[src/rtl/core/mts_pkg.sv]
// Package with the shared constants and types of the markup tag scanner.
`default_nettype none
package mts_pkg;

  localparam int unsigned POSITION_BITS = 32;
  localparam int unsigned SUM_BITS      = 32;
  localparam int unsigned OUT_W         = 32;
  localparam int unsigned BYTE_W        = 8;
  localparam int unsigned QUEUE_DEPTH   = 4;
  localparam int unsigned QPTR_W        = $clog2(QUEUE_DEPTH);
  localparam int unsigned QCNT_W        = $clog2(QUEUE_DEPTH + 1);
  localparam int unsigned STEP_W        = $clog2(SUM_BITS);
  localparam int unsigned PADDR_W       = 3;

  localparam logic [BYTE_W-1:0] CH_LT    = 8'h3C;
  localparam logic [BYTE_W-1:0] CH_GT    = 8'h3E;
  localparam logic [BYTE_W-1:0] CH_SP    = 8'h20;
  localparam logic [BYTE_W-1:0] CH_SL    = 8'h2F;
  localparam logic [BYTE_W-1:0] CH_UPPER_A = 8'h41;
  localparam logic [BYTE_W-1:0] CH_UPPER_Z = 8'h5A;
  localparam logic [BYTE_W-1:0] CASE_OFFSET = 8'h20;

  localparam logic REG_FOLD_CASE = 1'b0;

  localparam logic KIND_END = 1'b0;
  localparam logic KIND_TAG = 1'b1;

  typedef struct packed {
    logic                     has_tag;
    logic                     has_end;
    logic [SUM_BITS-1:0]      sum;
    logic [BYTE_W-1:0]        divisor;
    logic [POSITION_BITS-1:0] begin_pos;
    logic [POSITION_BITS-1:0] end_pos;
    logic                     closing;
  } mts_job_t;

endpackage
`default_nettype wire

[src/rtl/core/mts_in_if.sv]
// Interface of the input byte channel.
`default_nettype none
interface mts_in_if;
  import mts_pkg::*;

  logic              valid;
  logic              ready;
  logic [BYTE_W-1:0] data_byte;
  logic              last_byte;

  modport source (output valid, output data_byte, output last_byte, input ready);
  modport sink (input valid, input data_byte, input last_byte, output ready);
endinterface
`default_nettype wire

[src/rtl/core/mts_out_if.sv]
// Interface of the output record channel.
`default_nettype none
interface mts_out_if;
  import mts_pkg::*;

  logic                    valid;
  logic                    ready;
  logic                    record_kind;
  logic signed [OUT_W-1:0] tag_code;
  logic [OUT_W-1:0]        begin_pos;
  logic [OUT_W-1:0]        end_pos;
  logic                    is_closing;
  logic                    last_record;

  modport source (output valid, output record_kind, output tag_code, output begin_pos,
                  output end_pos, output is_closing, output last_record, input ready);
  modport sink (input valid, input record_kind, input tag_code, input begin_pos,
                input end_pos, input is_closing, input last_record, output ready);
endinterface
`default_nettype wire

[src/rtl/core/markup_tag_scanner.sv]
// Top level of the markup tag scanner with its register port.
`default_nettype none
// The scanner takes one document byte per cycle and queues a job for every
// closed tag and for the last byte. Each tag record then passes through the
// record builder's divider, which produces one quotient bit per cycle, then
// through a sign fixup state and the handoff; an end record goes straight to
// its handoff. The job queue holds four jobs, so short bursts of tags pass at
// the byte rate and the input stalls only while the queue is full.
// The fold_case register sits at address 0 and should be written only while
// the block is idle.
module markup_tag_scanner
  import mts_pkg::*;
(
  input  wire logic               clk_i,
  input  wire logic               rst_ni,
  mts_in_if.sink                  byte_i,
  mts_out_if.source               rec_o,
  input  wire logic               psel,
  input  wire logic               penable,
  input  wire logic               pwrite,
  input  wire logic [PADDR_W-1:0] paddr,
  input  wire logic [31:0]        pwdata,
  output logic [31:0]             prdata,
  output logic                    pready
);

  logic     fold_case_q, fold_case_d;
  mts_job_t front_job, back_job;
  logic     front_valid, front_ready, back_valid, back_ready;

  assign pready = 1'b1;
  assign prdata = (paddr[2] == REG_FOLD_CASE) ? {31'b0, fold_case_q} : '0;

  always_comb begin
    fold_case_d = fold_case_q;
    if (psel && penable && pwrite && (paddr[2] == REG_FOLD_CASE)) begin
      fold_case_d = pwdata[0];
    end
  end

  always_ff @(posedge clk_i or negedge rst_ni) begin
    if (!rst_ni) begin
      fold_case_q <= 1'b1;
    end else begin
      fold_case_q <= fold_case_d;
    end
  end

  mts_front u_front (
    .clk_i       (clk_i),
    .rst_ni      (rst_ni),
    .fold_case_i (fold_case_q),
    .byte_i      (byte_i),
    .job_o       (front_job),
    .job_valid_o (front_valid),
    .job_ready_i (front_ready)
  );

  mts_queue u_queue (
    .clk_i        (clk_i),
    .rst_ni       (rst_ni),
    .push_job_i   (front_job),
    .push_valid_i (front_valid),
    .push_ready_o (front_ready),
    .pop_job_o    (back_job),
    .pop_valid_o  (back_valid),
    .pop_ready_i  (back_ready)
  );

  mts_back u_back (
    .clk_i       (clk_i),
    .rst_ni      (rst_ni),
    .job_i       (back_job),
    .job_valid_i (back_valid),
    .job_ready_o (back_ready),
    .rec_o       (rec_o)
  );

`ifndef SYNTHESIS
  a_kind_vs_last: assert property (@(posedge clk_i) disable iff (!rst_ni)
    rec_o.valid |-> (rec_o.record_kind != rec_o.last_record))
    else $error("record kind and last flag disagree");

  a_end_record_fields: assert property (@(posedge clk_i) disable iff (!rst_ni)
    (rec_o.valid && !rec_o.record_kind) |->
      ((rec_o.tag_code == -1) && (rec_o.begin_pos == '1) && (rec_o.end_pos == '1)
       && !rec_o.is_closing))
    else $error("end record carries wrong fields");

  a_tag_then_end: assert property (@(posedge clk_i) disable iff (!rst_ni)
    (back_valid && back_ready && back_job.has_tag) |=> !rec_o.valid)
    else $error("tag record shown before its code was computed");
`endif

endmodule
`default_nettype wire

[src/rtl/core/mts_front.sv]
// Byte scanner that tracks tag state and issues tag and end jobs.
`default_nettype none
module mts_front
  import mts_pkg::*;
(
  input  wire logic  clk_i,
  input  wire logic  rst_ni,
  input  wire logic  fold_case_i,
  mts_in_if.sink     byte_i,
  output mts_job_t   job_o,
  output logic       job_valid_o,
  input  wire logic  job_ready_i
);

  logic [POSITION_BITS-1:0] pos_q, pos_d;
  logic                     in_tag_q, in_tag_d;
  logic                     collect_q, collect_d;
  logic [POSITION_BITS-1:0] start_q, start_d;
  logic [SUM_BITS-1:0]      sum_q, sum_d;
  logic [1:0]               name_len_q, name_len_d;
  logic [BYTE_W-1:0]        second_q, second_d;

  logic              accept;
  logic [BYTE_W-1:0] b;
  logic [BYTE_W-1:0] sec;
  logic              emit_tag;

  assign byte_i.ready = job_ready_i;
  assign accept = byte_i.valid && job_ready_i;

  always_comb begin
    b = byte_i.data_byte;
    if (fold_case_i && (b >= CH_UPPER_A) && (b <= CH_UPPER_Z)) begin
      b = b + CASE_OFFSET;
    end
  end

  assign sec = (name_len_q >= 2'd2) ? second_q : b;

  always_comb begin
    pos_d      = pos_q;
    in_tag_d   = in_tag_q;
    collect_d  = collect_q;
    start_d    = start_q;
    sum_d      = sum_q;
    name_len_d = name_len_q;
    second_d   = second_q;
    emit_tag   = 1'b0;
    if (accept) begin
      if (!in_tag_q) begin
        if (b == CH_LT) begin
          in_tag_d   = 1'b1;
          collect_d  = 1'b1;
          start_d    = pos_q;
          sum_d      = '1 + SUM_BITS'(CH_LT);
          name_len_d = 2'd1;
          second_d   = '0;
        end
      end else if (b == CH_GT) begin
        emit_tag   = 1'b1;
        in_tag_d   = 1'b0;
        collect_d  = 1'b0;
        start_d    = '0;
        sum_d      = '1;
        name_len_d = 2'd0;
        second_d   = '0;
      end else if (collect_q) begin
        if (b == CH_SP) begin
          collect_d = 1'b0;
        end else begin
          sum_d = sum_q + SUM_BITS'(b);
          if (name_len_q == 2'd1) begin
            second_d   = b;
            name_len_d = 2'd2;
          end
        end
      end else if (b == CH_LT) begin
        collect_d = 1'b1;
      end
      pos_d = pos_q + 1'b1;
      if (byte_i.last_byte) begin
        pos_d      = '0;
        in_tag_d   = 1'b0;
        collect_d  = 1'b0;
        start_d    = '0;
        sum_d      = '1;
        name_len_d = 2'd0;
        second_d   = '0;
      end
    end
  end

  always_comb begin
    job_o.has_tag   = emit_tag;
    job_o.has_end   = byte_i.last_byte;
    job_o.sum       = sum_q + SUM_BITS'(CH_GT);
    job_o.divisor   = (sec == '0) ? BYTE_W'(1) : sec;
    job_o.begin_pos = start_q;
    job_o.end_pos   = pos_q;
    job_o.closing   = (sec == CH_SL);
  end

  assign job_valid_o = accept && (emit_tag || byte_i.last_byte);

  always_ff @(posedge clk_i or negedge rst_ni) begin
    if (!rst_ni) begin
      pos_q      <= '0;
      in_tag_q   <= 1'b0;
      collect_q  <= 1'b0;
      start_q    <= '0;
      sum_q      <= '1;
      name_len_q <= 2'd0;
      second_q   <= '0;
    end else begin
      pos_q      <= pos_d;
      in_tag_q   <= in_tag_d;
      collect_q  <= collect_d;
      start_q    <= start_d;
      sum_q      <= sum_d;
      name_len_q <= name_len_d;
      second_q   <= second_d;
    end
  end

endmodule
`default_nettype wire

[src/rtl/core/mts_queue.sv]
// Short job queue between the scanner and the record builder.
`default_nettype none
module mts_queue
  import mts_pkg::*;
(
  input  wire logic      clk_i,
  input  wire logic      rst_ni,
  input  wire mts_job_t  push_job_i,
  input  wire logic      push_valid_i,
  output logic           push_ready_o,
  output mts_job_t       pop_job_o,
  output logic           pop_valid_o,
  input  wire logic      pop_ready_i
);

  mts_job_t          entry_q [QUEUE_DEPTH];
  logic [QPTR_W-1:0] wr_ptr_q, rd_ptr_q;
  logic [QCNT_W-1:0] count_q;
  logic              push, pop;

  assign push_ready_o = (count_q != QCNT_W'(QUEUE_DEPTH));
  assign pop_valid_o  = (count_q != '0);
  assign push = push_valid_i && push_ready_o;
  assign pop  = pop_valid_o && pop_ready_i;
  assign pop_job_o = entry_q[rd_ptr_q];

  always_ff @(posedge clk_i) begin
    if (push) begin
      entry_q[wr_ptr_q] <= push_job_i;
    end
  end

  always_ff @(posedge clk_i or negedge rst_ni) begin
    if (!rst_ni) begin
      wr_ptr_q <= '0;
      rd_ptr_q <= '0;
      count_q  <= '0;
    end else begin
      if (push) begin
        wr_ptr_q <= wr_ptr_q + 1'b1;
      end
      if (pop) begin
        rd_ptr_q <= rd_ptr_q + 1'b1;
      end
      if (push && !pop) begin
        count_q <= count_q + 1'b1;
      end else if (pop && !push) begin
        count_q <= count_q - 1'b1;
      end
    end
  end

endmodule
`default_nettype wire

[src/rtl/core/mts_back.sv]
// Record builder with a bit-serial divider for the tag code.
`default_nettype none
module mts_back
  import mts_pkg::*;
(
  input  wire logic      clk_i,
  input  wire logic      rst_ni,
  input  wire mts_job_t  job_i,
  input  wire logic      job_valid_i,
  output logic           job_ready_o,
  mts_out_if.source      rec_o
);

  typedef enum logic [4:0] {
    ST_IDLE    = 5'b00001,
    ST_DIVIDE  = 5'b00010,
    ST_FIXUP   = 5'b00100,
    ST_TAG_OUT = 5'b01000,
    ST_END_OUT = 5'b10000
  } state_e;

  state_e              state_q, state_d;
  mts_job_t            job_q;
  logic [SUM_BITS-1:0] quo_q, quo_d;
  logic [BYTE_W-1:0]   rem_q, rem_d;
  logic                neg_q;
  logic [STEP_W-1:0]   step_q;
  logic [SUM_BITS-1:0] code_q;
  logic [BYTE_W:0]     trial;
  logic                fits;
  logic [SUM_BITS-1:0] signed_quo;

  assign trial = {rem_q, quo_q[SUM_BITS-1]};
  assign fits  = (trial >= {1'b0, job_q.divisor});
  assign rem_d = fits ? BYTE_W'(trial - {1'b0, job_q.divisor}) : BYTE_W'(trial);
  assign quo_d = {quo_q[SUM_BITS-2:0], fits};
  assign signed_quo = neg_q ? (~quo_q + 1'b1) : quo_q;

  assign job_ready_o = (state_q == ST_IDLE);

  always_comb begin
    state_d = state_q;
    unique case (state_q)
      ST_IDLE: begin
        if (job_valid_i) begin
          state_d = job_i.has_tag ? ST_DIVIDE : ST_END_OUT;
        end
      end
      ST_DIVIDE: begin
        if (step_q == STEP_W'(SUM_BITS - 1)) begin
          state_d = ST_FIXUP;
        end
      end
      ST_FIXUP: begin
        state_d = ST_TAG_OUT;
      end
      ST_TAG_OUT: begin
        if (rec_o.ready) begin
          state_d = job_q.has_end ? ST_END_OUT : ST_IDLE;
        end
      end
      ST_END_OUT: begin
        if (rec_o.ready) begin
          state_d = ST_IDLE;
        end
      end
      default: begin
        state_d = ST_IDLE;
      end
    endcase
  end

  always_ff @(posedge clk_i) begin
    if ((state_q == ST_IDLE) && job_valid_i) begin
      job_q  <= job_i;
      neg_q  <= job_i.sum[SUM_BITS-1];
      quo_q  <= job_i.sum[SUM_BITS-1] ? (~job_i.sum + 1'b1) : job_i.sum;
      rem_q  <= '0;
      step_q <= '0;
    end else if (state_q == ST_DIVIDE) begin
      quo_q  <= quo_d;
      rem_q  <= rem_d;
      step_q <= step_q + 1'b1;
    end
    if (state_q == ST_FIXUP) begin
      code_q <= signed_quo + SUM_BITS'(job_q.divisor);
    end
  end

  always_ff @(posedge clk_i or negedge rst_ni) begin
    if (!rst_ni) begin
      state_q <= ST_IDLE;
    end else begin
      state_q <= state_d;
    end
  end

  always_comb begin
    rec_o.valid       = (state_q == ST_TAG_OUT) || (state_q == ST_END_OUT);
    rec_o.record_kind = (state_q == ST_TAG_OUT) ? KIND_TAG : KIND_END;
    rec_o.last_record = (state_q == ST_END_OUT);
    if (state_q == ST_TAG_OUT) begin
      rec_o.tag_code   = signed'(OUT_W'(code_q));
      rec_o.begin_pos  = OUT_W'(job_q.begin_pos);
      rec_o.end_pos    = OUT_W'(job_q.end_pos);
      rec_o.is_closing = job_q.closing;
    end else begin
      rec_o.tag_code   = '1;
      rec_o.begin_pos  = '1;
      rec_o.end_pos    = '1;
      rec_o.is_closing = 1'b0;
    end
  end

endmodule
`default_nettype wire
[src/flat_wrapper.sv]
// flat-port wrapper written by rule: the top's interface ports become plain ports
module markup_tag_scanner_flat import mts_pkg::*;
  (clk_i, rst_ni, psel, penable, pwrite, paddr, pwdata, prdata, pready, byte_i_valid, byte_i_data_byte, byte_i_last_byte, byte_i_ready, rec_o_valid, rec_o_record_kind, rec_o_tag_code, rec_o_begin_pos, rec_o_end_pos, rec_o_is_closing, rec_o_last_record, rec_o_ready);
  mts_in_if byte_i_i ();
  mts_out_if rec_o_i ();
  input  wire logic clk_i;
  input  wire logic rst_ni;
  input  wire logic psel;
  input  wire logic penable;
  input  wire logic pwrite;
  input  wire logic [PADDR_W-1:0] paddr;
  input  wire logic [31:0] pwdata;
  output logic [31:0] prdata;
  output logic pready;
  input wire logic [$bits(byte_i_i.valid)-1:0] byte_i_valid;
  input wire logic [$bits(byte_i_i.data_byte)-1:0] byte_i_data_byte;
  input wire logic [$bits(byte_i_i.last_byte)-1:0] byte_i_last_byte;
  output wire logic [$bits(byte_i_i.ready)-1:0] byte_i_ready;
  output wire logic [$bits(rec_o_i.valid)-1:0] rec_o_valid;
  output wire logic [$bits(rec_o_i.record_kind)-1:0] rec_o_record_kind;
  output wire logic [$bits(rec_o_i.tag_code)-1:0] rec_o_tag_code;
  output wire logic [$bits(rec_o_i.begin_pos)-1:0] rec_o_begin_pos;
  output wire logic [$bits(rec_o_i.end_pos)-1:0] rec_o_end_pos;
  output wire logic [$bits(rec_o_i.is_closing)-1:0] rec_o_is_closing;
  output wire logic [$bits(rec_o_i.last_record)-1:0] rec_o_last_record;
  input wire logic [$bits(rec_o_i.ready)-1:0] rec_o_ready;
  assign byte_i_i.valid = byte_i_valid;
  assign byte_i_i.data_byte = byte_i_data_byte;
  assign byte_i_i.last_byte = byte_i_last_byte;
  assign byte_i_ready = byte_i_i.ready;
  assign rec_o_valid = rec_o_i.valid;
  assign rec_o_record_kind = rec_o_i.record_kind;
  assign rec_o_tag_code = rec_o_i.tag_code;
  assign rec_o_begin_pos = rec_o_i.begin_pos;
  assign rec_o_end_pos = rec_o_i.end_pos;
  assign rec_o_is_closing = rec_o_i.is_closing;
  assign rec_o_last_record = rec_o_i.last_record;
  assign rec_o_i.ready = rec_o_ready;
  markup_tag_scanner u_core (.clk_i(clk_i), .rst_ni(rst_ni), .byte_i(byte_i_i), .rec_o(rec_o_i), .psel(psel), .penable(penable), .pwrite(pwrite), .paddr(paddr), .pwdata(pwdata), .prdata(prdata), .pready(pready));
endmodule
[config.mk]
export PLATFORM = sky130hd
export DESIGN_NAME = markup_tag_scanner_flat
export DESIGN_NICKNAME = d
export VERILOG_FILES = /design/src/rtl/core/mts_pkg.sv /design/src/rtl/core/mts_in_if.sv /design/src/rtl/core/mts_out_if.sv /design/src/rtl/core/markup_tag_scanner.sv /design/src/rtl/core/mts_front.sv /design/src/rtl/core/mts_queue.sv /design/src/rtl/core/mts_back.sv /design/src/flat_wrapper.sv
export SDC_FILE = /design/constraint.sdc
export NUM_CORES = 1
export LEC_CHECK = 0
export BUFFER_PORTS_ARGS = -buffer_cell sky130_fd_sc_hd__buf_2
export CORE_UTILIZATION = 55
export DETAILED_ROUTE_END_ITERATION = 16
export PLACE_DENSITY = 0.75
export SLEW_MARGIN = 30
export SYNTH_ARGS = -nofsm -noshare
export SYNTH_HDL_FRONTEND = slang
export SYNTH_HIERARCHICAL = 1
export SYNTH_SLANG_ARGS = --single-unit
[constraint.sdc]
create_clock -name clk_i -period 4.9 [get_ports clk_i]
set_clock_uncertainty 0.2 [all_clocks]
set_input_delay 0.98 -clock clk_i [delete_from_list [all_inputs] [get_ports clk_i]]
set_output_delay 0.98 -clock clk_i [all_outputs]
set_load 0.01 [all_outputs]
# Word-level counts from Yosys, hierarchy flattened
# Memory sizes are Yosys's and may differ from the RTL's.
# Cells that the tools add are included.
# W data, S select, Z words.
word_totals:
  out_inout_bits: 134
  ramBits: 428
  reg_bits: 273
  mem_count: 1
  in_bits: 51
  elab_cells: 151
mem_list:
  columns: ["memory", "words", "width", "read_ports", "rd_clocked_by_memory_dff", "write_ports", "line", "source"]
  rows:
  - ["u_core.u_queue.entry_q", 4, 107, 1, 0, 1, "mts_queue.sv:16", "mts_job_t entry_q [QUEUE_DEPTH];"]
classes:
  reduce_logical: 25
  bitwise: 3
  n_lt_le_gt_ge: 4
  eq_ne: 20
  muxes: 63
  addsub: 13
op_table:
  columns: ["cell", "n"]
  rows:
  - ["$mux W32", 18]
  - ["$add A32 B1 Y32 const B", 3]
  - ["$mux W8", 11]
  - ["$add A32 B8 Y32", 2]
  - ["$not A32 Y32", 2]
  - ["$add A32 B6 Y32 const B", 1]
  - ["$eq A8 B6 Y1 const B", 4]
  - ["$mux W5", 6]
  - ["$pmux W5 S5", 1]
  - ["$mux W1", 18]
  - ["$mux W2", 7]
  - ["$logic_and A1 B1 Y1", 11]
  - ["$eq A5 B5 Y1 const B", 2]
  - ["$ge A9 B8 Y1", 1]
  - ["$add A8 B6 Y8 const B", 1]
  - ["$ge A8 B7 Y1 const B", 1]
  - ["$le A8 B7 Y1 const B", 1]
  - ["$logic_not A8 Y1", 1]
  - ["$ne A4 B2 Y1 const B", 2]
  - ["$reduce_and A4 Y1", 2]
  - ["$sub A8 B8 Y8", 1]
  - ["$mux W3", 2]
  - ["$ne A2 B2 Y1 const B", 3]
  - ["$reduce_bool A3 Y1", 2]
  - ["other kinds (21)", 25]

# Depth between registers and ports, before layout
# Gate-level depths: netlist of the first run.
logic_depth:
  word_depth: 15
  mapped_depth: 14
  ltp_nobuf: 14

# Cells and area by module
# The synthesis of the first run kept the hierarchy.
by_module_without_submodules:
  columns: ["module", "area_each_um2", "cells_per_inst", "seq_area_each_um2", "n_inst"]
  rows:
  - ["mts_queue", 15812.7, 594, 13027.5, 1]
  - ["mts_back", 8750.9, 801, 4560.6, 1]
  - ["mts_front", 6406.1, 742, 2742.6, 1]
  - ["markup_tag_scanner", 302.8, 38, 26.3, 1]

# Worst setup path before layout of the first run
# No wires, ideal clock.
synth_path:
  kind: "input-to-reg"
  start: "input byte_i_data_byte[0]"
  end: "memory u_core/u_queue/entry_q[2][0] (netlist name) (enable)"
  stages: 6
  setup_time_ns: 0.478
  arrival_time_ns: 4.627
  t_required_ns: 4.222
  n_path_buf: 0
  path_slack_ns: -0.406
  cell_sequence: "nor4bb_1 -> a41o_1 -> nand2_1 -> inv_1 -> a21boi_2 -> and2_1"
synth_between:
  elab_chain_len: 13
  elab_cells_between_ends: 15
  classes_between: "add/sub (1); order compare (2); eq/ne (1); mux (6); reduce/logical (5)"
synth_lines:
  columns: ["element", "line", "source"]
  rows:
  - ["start, declared", "flat_wrapper.sv:16", "input wire logic [$bits(byte_i_i.data_byte)-1:0] byte_i_data_byte;"]
  - ["$ge A8 B7 Y1", "mts_front.sv:33", "if (fold_case_i && (b >= CH_UPPER_A) && (b <= CH_UPPER_Z)) begin"]
  - ["$logic_and A1 B1 Y1 (2 in series)", "mts_front.sv:33", null]
  - ["$mux W8 (*)", "mts_front.sv:33", null]
  - ["$eq A8 B6 Y1 (*)", "mts_front.sv:59", "end else if (b == CH_GT) begin"]
  - ["$mux W1 (*)", "mts_front.sv:59", null]
  - ["$mux W1 (*)", "mts_front.sv:50", "if (!in_tag_q) begin"]
  - ["$mux W1 (*)", "mts_front.sv:49", "if (accept) begin"]
  - ["$logic_or A1 B1 Y1 (*)", "mts_front.sv:103", "assign job_valid_o = accept && (emit_tag || byte_i.last_byte);"]
  - ["$logic_and A1 B1 Y1 (*)", "mts_front.sv:103", null]
  - ["via u_core.front_valid", "markup_tag_scanner.sv:29", "logic front_valid, front_ready, back_valid, back_ready;"]
  - ["$logic_and A1 B1 Y1 (*)", "mts_queue.sv:23", "assign push = push_valid_i && push_ready_o;"]
  - ["via u_core.u_queue.push", "mts_queue.sv:19", "logic push, pop;"]
  - ["$mux W1 (*)", "mts_queue.sv:28", "if (push) begin"]
  - ["$mux W1 (not written as such) (*)", "mts_queue.sv:29", "entry_q[wr_ptr_q] <= push_job_i;"]
  - ["end, declared", "mts_queue.sv:16", null]
# The timed path passes the listed nets; every way through them passes the cells marked *.

# Worst setup path in the final report of the first run
layout_path:
  start: "register u_core.u_back.quo_q[0]"
  end: "register u_core.u_back.code_q[25] (data pin)"
layout_between:
  elab_chain_len: 4
layout_lines:
  columns: ["element", "line", "source"]
  rows:
  - ["start, declared", "mts_back.sv:24", "logic [SUM_BITS-1:0] quo_q, quo_d;"]
  - ["start signal, assigned", "mts_back.sv:77", "quo_q <= job_i.sum[SUM_BITS-1] ? (~job_i.sum + 1'b1) : job_i.sum;"]
  - ["start signal, assigned", "mts_back.sv:81", "quo_q <= quo_d;"]
  - ["$not A32 Y32", "mts_back.sv:37", "assign signed_quo = neg_q ? (~quo_q + 1'b1) : quo_q;"]
  - ["$add A32 B1 Y32", "mts_back.sv:37", null]
  - ["$mux W32 (*)", "mts_back.sv:37", null]
  - ["$add A32 B8 Y32 (*)", "mts_back.sv:86", "code_q <= signed_quo + SUM_BITS'(job_q.divisor);"]
  - ["end signal, assigned", "mts_back.sv:86", null]
  - ["end, declared", "mts_back.sv:28", "logic [SUM_BITS-1:0] code_q;"]
# Mark *: on every way between the ends. The rest lies on a longest branch, timed or not.
# A chain may end at the register's enable or synchronous reset.

==> run_results.csv, run 1 <==
group,metric,value,unit
sta,layout_min_cycle_time,4090,ps
place,dpl.cell_count,2989,
clocking,cts_hold_buf,1,
place,hpwl,43200,um
floorplanning,start_util,0.556,
global_route,grt_most_used_layer,"met2",
hold_path,hold_class,"reg2reg",
finish,layout_commonest_cell,"edfxtp_1",
global_route,grt_util_met3,0.0400,
place,io_buffers,119,
yosys,synth_top_family_by_area,"simple AND/OR/NAND/NOR gates",
clocking,cts_sinks,701,
yosys,ys_ff_latch,701,
sta,fin_setup_tns,0,ps
finish,fillerInstances,4038,
setup_path,start_kind,"flip-flop",
finish,fin_nets,2397,
clocking,htreeDepth,3,
power_and_ir_drop,power,0.0212,W
setup_path,r2r_slack,810,ps
routing,viasPerCell,5.95,
global_route,grt_pass1_wl,105000,um
routing,ant_nets,0,
setup_path,crit_type,"reg2reg",
sta,relSlewSlack,0.377,
place,pre_cts_slack,440,ps
floorplanning,row_count,87,
floorplanning,io_pins,185,
routing,dr.pass1.iters,6,
routing,wl,67400,um
setup_path,crit_required,5170,ps
global_route,grtUsageTotal,0.239,
yosys,synthArstFlopShare,0.173,
setup_path,critPathMaxFanout,8,
clocking,cts_buffers,70,
yosys,syn_area_per_cell,14.4,sq um
global_route,grt_pass1_vias,18600,
sta,holdWs,276,ps
clocking,cts_resized,0,
yosys,yosysSeqAreaShare,0.651,
finish,finalNonFillerCells,3120,
clocking,tritoncts,"done",
sta,setup_slack,806,ps
sta,tightestPinTransition,931,ps
global_route,grt_max_degree,119,
floorplanning,die_h,240,um
floorplanning,die-area,57800,sq um
setup_path,cp.arrival,4360,ps
routing,dr_total_vias,18600,
power_and_ir_drop,p_per_area,605,nW/um^2
yosys,muxShareOfSynthArea,0.0839,
clocking,cts_root_buffer,"clkbuf_16",
sta,finalHoldViolCount,0,
sta,fmaxAchievable,0.244,GHz
sta,setup_viol,0,
sta,maxSlewViolCount,0,
yosys,synth_simple_gate_area_share,0.105,
clocking,cts.path.max_buffers,3,
power_and_ir_drop,irDropWorstVdd,0.337,mV
sta,finalCritPeriodShare,0.836,
global_route,grtUsageMet1,0.339,
yosys,synthFlopType,"edfxtp_1",
yosys,synth-compound-area-share,0.0705,
power_and_ir_drop,p_leak,12.0,nW
routing,drc,0,
finish,layout.cells.most_common_list,"567 x edfxtp_1, 215 x nand2_1, 124 x o21ai_0",
global_route,antenna_found_initial,0,
yosys,synth.yosys.warnings,6,
clocking,path_clk_slew,60,ps
floorplanning,placeableCoreArea,56300,sq um
yosys,synthAdderAreaFrac,0.0170,
global_route,grt_util_met2,0.379,
yosys,synth-xor-area-share,0.0420,
outcome,status,"completed",
yosys,ys_types,97,
finish,drive_gt1_frac,0.197,
yosys,synth_cells,2175,
place,gp_congestion,0.886,
setup_path,endpoint_kind,"flip-flop",
yosys,mappedNetlistArea,31300,sq um
yosys,synth_edf_count,567,
finish,syn2layout_area_growth,12.0,%
clocking,cts_setup_buffers,0,
run,drv_cap,0,
clocking,clkLatencyLatePin,610,ps
sta,rsz0062_at_grt,"no",
floorplanning,dieWidth,240,um
routing,first_iter_violations,1863,
routing,wire_per_inst,21.6,um
global_route,gr-total-overflow,0,
==> final timing paths <==
check	start	end	cells after the start
min in group asynchronous	rst_ni	u_core/u_front/pos_q[20]	2
min	u_core/u_back/step_q[4]	u_core/u_back/step_q[4]	2
max in group asynchronous	rst_ni	u_core/u_queue/rd_ptr_q[0]	3
max	u_core/u_back/quo_q[0]	u_core/u_back/code_q[25]	13
max reg2reg	u_core/u_back/quo_q[0]	u_core/u_back/code_q[25]	13
min reg2reg	u_core/u_back/step_q[4]	u_core/u_back/step_q[4]	2
==> kinds of logic after synthesis <==
logic type                 after synthesis
muxes                                  127
xor gates and xnor gates               150
AOI/OAI and AO/OA                      333
and+or+nand+nor                        635
adders and majority gates               40
DFF                                    701
other                                    2
buffers and inverters                  187
==> state kept, by name, summed over array words and instances, names as in the netlist <==
name,flops
u_core/u_front/collect_q,1
u_core/fold_case_q,1
u_core/u_queue/entry_q,428
u_core/u_front/name_len_q,2
u_core/u_back/job_q,74
u_core/u_front/second_q,8
u_core/u_queue/rd_ptr_q,2
u_core/u_back/rem_q,8
u_core/u_front/pos_q,32
u_core/u_back/state_q,5
u_core/u_back/code_q,32
u_core/u_queue/count_q,3
u_core/u_front/sum_q,32
u_core/u_back/quo_q,32
u_core/u_back/neg_q,1
u_core/u_queue/wr_ptr_q,2
u_core/u_front/in_tag_q,1
u_core/u_back/step_q,5
u_core/u_front/start_q,32
==> layout make-up <==
cell class                      count  area (sq um)  area share
Antenna cell                        1          2.50   0.0000715
Sequential cell                   701         20400       0.582
Inverter                           53           200     0.00572
Clock inverter                     39           448      0.0128
Clock buffer                       90          1880      0.0536
Tap cell                          756           946      0.0270
Multi-Input combinational cell   1317         10100       0.289
Timing Repair Buffer              163          1040      0.0298
==> routing by layer <==
metal / wire (um) / share of wire
met2: 32100 / 0.48
met5: 0 / 0
met4: 1520 / 0.023
met3: 4300 / 0.064
met1: 29500 / 0.44
==> power by group <==
group | switching [W] | leakage (nW) | internal [W]
Sequential | 0.000901 | 6.74 | 0.00841
Clock | 0.00224 | 1.14 | 0.00312
Combinational | 0.00383 | 4.10 | 0.00267
Total | 0.00697 | 12.0 | 0.0142
==> critical path, stage by stage, from the launching register on <==
cell	delay [ps]
edfxtp_1	480
inv_1	130
ha_1	210
or4b_4	510
o21ai_0	210
xnor2_1	150
ha_1	280
or2_2	310
o31a_1	120
a31oi_1	330
nor2_1	220
and4bb_2	370
a2111o_1	390
nand3_1	70
==> cells in the mapped netlist (all sizes together), types with 38 or more instances <==
master | instances | area share
mux4 | 107 | 0.077
xnor2 | 61 | 0.017
clkbuf | 62 | 0.0075
nand2b | 107 | 0.021
nand3 | 38 | 0.0061
nand2 | 215 | 0.026
a21oi | 41 | 0.0066
nor2 | 97 | 0.012
edfxtp | 567 | 0.54
inv | 52 | 0.0062
dfrtp | 87 | 0.070
o21ai | 127 | 0.020
buf | 72 | 0.016
xor2 | 89 | 0.025
==> through the flow <==
step	utilization	area, sq um
3_3_place_gp	0.580	32700
2_1_floorplan	-	31400
4_1_cts	0.622	35000
5_1_grt	0.622	35000
3_5_place_dp	0.581	32700
6_report	0.622	35000
Note: power is estimated with default switching activity, not from simulation.
==> inputs of run 2 (changes only) <==
==> constraint.sdc (replaced) <==
create_clock -name clk_i -period 3.3 [get_ports clk_i]
set_clock_uncertainty 0.2 [all_clocks]
set_input_delay 0.66 -clock clk_i [delete_from_list [all_inputs] [get_ports clk_i]]
set_output_delay 0.66 -clock clk_i [all_outputs]
set_load 0.01 [all_outputs]
==> run 2 against run 1 <==
The flow now finishes with violations (setup timing); largest power group unchanged; setup slack got worse by 1000 ps; combinational power increased by 100%; total power increased by 63%; via count increased by 5.1%; critical endpoint is now u_core/u_back/quo_q[25].
==> run_results.csv, run 2 (synthesized netlist as in run 1, its figures left out) <==
group,metric,value,unit
outcome,status,"finished, violations left",
outcome,violations,"setup timing",
clocking,htreeDepth,3,
routing,ant_nets,0,
run,drv_cap,0,
global_route,grt_pass1_wl,110000,um
routing,wire_per_inst,21.3,um
clocking,tritoncts,"done",
setup_path,critPathMaxFanout,6,
setup_path,path_cells,"mux4_2 > or4_4 > or4_4 > nor3_4 > buf_6 > nand2_2 > o31ai_4 > xor2_1 > o21ai_0",
finish,drive_gt1_frac,0.300,
routing,wl,71100,um
routing,viasPerCell,5.85,
clocking,cts_root_buffer,"clkbuf_16",
sta,fin_setup_tns,-3600,ps
global_route,grtUsageTotal,0.250,
sta,holdWs,42.1,ps
finish,top_register,"u_core/u_queue/entry_q",
clocking,clkLatencyLatePin,630,ps
routing,drc,0,
setup_path,cpMostUsedCell,"or4_4",
finish,layout.cells.most_common_list,"567 x edfxtp_1, 216 x buf_4, 201 x nand2_1",
setup_path,max_stage_delay,560,ps
finish,antenna_cells,0,
setup_path,start_kind,"flip-flop",
routing,dr.pass1.iters,6,
floorplanning,placeableCoreArea,56300,sq um
sta,fmaxAchievable,0.283,GHz
floorplanning,dieWidth,240,um
finish,largest_register_ffs,428,
place,io_buffers,119,
global_route,gr-total-overflow,0,
floorplanning,row_count,87,
hold_path,hold_class,"in2reg",
clocking,path_clk_slew,60,ps
power_and_ir_drop,p_leak,13.4,nW
sta,tightestPinTransition,983,ps
global_route,grt_max_degree,67,
global_route,grt_util_met2,0.415,
sta,setup_viol,32,
global_route,grtUsageMet1,0.330,
sta,finalCritPeriodShare,1.07,
clocking,cts_sinks,701,
floorplanning,io_pins,185,
sta,layout_min_cycle_time,3540,ps
finish,syn2layout_area_growth,20.2,%
sta,relSlewSlack,0.345,
setup_path,endpoint_kind,"flip-flop",
sta,maxSlewViolCount,0,
global_route,antenna_found_initial,1,
power_and_ir_drop,p_per_area,920,nW/um^2
setup_path,cp.arrival,3650,ps
setup_path,slowest_stage,"or4_4",
routing,first_iter_violations,1518,
clocking,cts.path.max_buffers,3,
place,gp_congestion,0.881,
global_route,grt_util_met3,0.0443,
global_route,grt_pass1_vias,20000,
sta,rsz0062_at_grt,"yes",
power_and_ir_drop,irDropWorstVdd,0.599,mV
clocking,cts_buffers,71,
global_route,grt_most_used_layer,"met2",
place,hpwl,44200,um
floorplanning,die_h,240,um
sta,setup_slack,-236,ps
place,pre_cts_slack,-324,ps
finish,reg.largest.list,"u_core/u_queue/entry_q x428, u_core/u_back/job_q x74",
routing,dr_total_vias,19500,
floorplanning,start_util,0.556,
setup_path,crit_required,3410,ps
sta,finalHoldViolCount,0,
finish,fin_nets,2613,
finish,layout_commonest_cell,"edfxtp_1",
setup_path,crit_type,"reg2reg",
floorplanning,die-area,57800,sq um
run 2: changes by cell type in the layout (fill, tap and decap cells not counted), moves of 8 or more:
cell	before	now
buf_12	9	19
buf_6	0	20
o21ai_0	124	96
buf_4	35	216
o21ai_1	2	20
nand2_1	215	201
nand2_2	0	13
o41ai_1	14	6
o21ai_2	1	11
run 2: area by class of cell:
class	instances	area, sq um
tap	756	946
clock inverter	39	460
timing repair buffer	378	2910
sequential	701	20400
multi-input combinational	1317	10800
clock buffer	90	1920
inverter	53	204
fill	3718	18700
run 2: per-layer routing:
metal	vias to the layer above	routed length, um
met4	2	1890
met2	715	35100
met1	9794	29600
met5	-	10
met3	133	4520
li1	8853	-
run 2: timing repair:
action | CTS | global route
gates resized for setup | 65 | 56
endpoints found under the hold margin | 28 | 0
hold buffers | 1 | 0
pin swaps | 41 | 23
gates cloned | 0 | 1
endpoints found under the setup margin | 41 | 64
setup buffers | 26 | 14
run 2: worst max-delay path, delay by kind of cell (launching register included):
family                    cells  cell delay, ps
xor gates and xnor gates      1             190
DFF                           1             490
and+or+nand+nor               4            1350
muxes                         1             540
buffers and inverters         1             150
AOI/OAI and AO/OA             2             290
run 2: power breakdown:
group / total (W) / leakage (nW) / internal (W) / switching, W
Combinational: 0.0130 / 5.47 / 0.00595 / 0.00705
Sequential: 0.0135 / 6.74 / 0.0125 / 0.00100
Clock: 0.00810 / 1.15 / 0.00466 / 0.00344
Total: 0.0346 / 13.4 / 0.0231 / 0.0115
run 2: worst paths after layout:
path                                             from                          to  slack [ps]  cells past startpoint
setup / recovery           u_core/u_queue/rd_ptr_q[0]     u_core/u_back/quo_q[25]        -240                      9
hold / removal                              pwdata[0]          u_core/fold_case_q          40                      2
setup reg to reg           u_core/u_queue/rd_ptr_q[0]     u_core/u_back/quo_q[25]        -240                      9
hold reg to reg               u_core/u_back/step_q[4]     u_core/u_back/step_q[4]         260                      2
max in group asynchronous                      rst_ni    u_core/u_front/sum_q[23]        1790                      3
min in group asynchronous                      rst_ni  u_core/u_front/start_q[10]         310                      2
run 2: stage by stage:
stage          cell area [sq um]  total power (W)   util  std cells
3_3_place_gp               34300           0.0248  0.610       3164
5_1_grt                    37600           0.0363  0.668       3334
3_5_place_dp               34300           0.0253  0.610       3164
6_report                   37600           0.0346  0.668       3334
2_1_floorplan              31700           0.0214      -       2205
4_1_cts                    37200           0.0342  0.661       3320
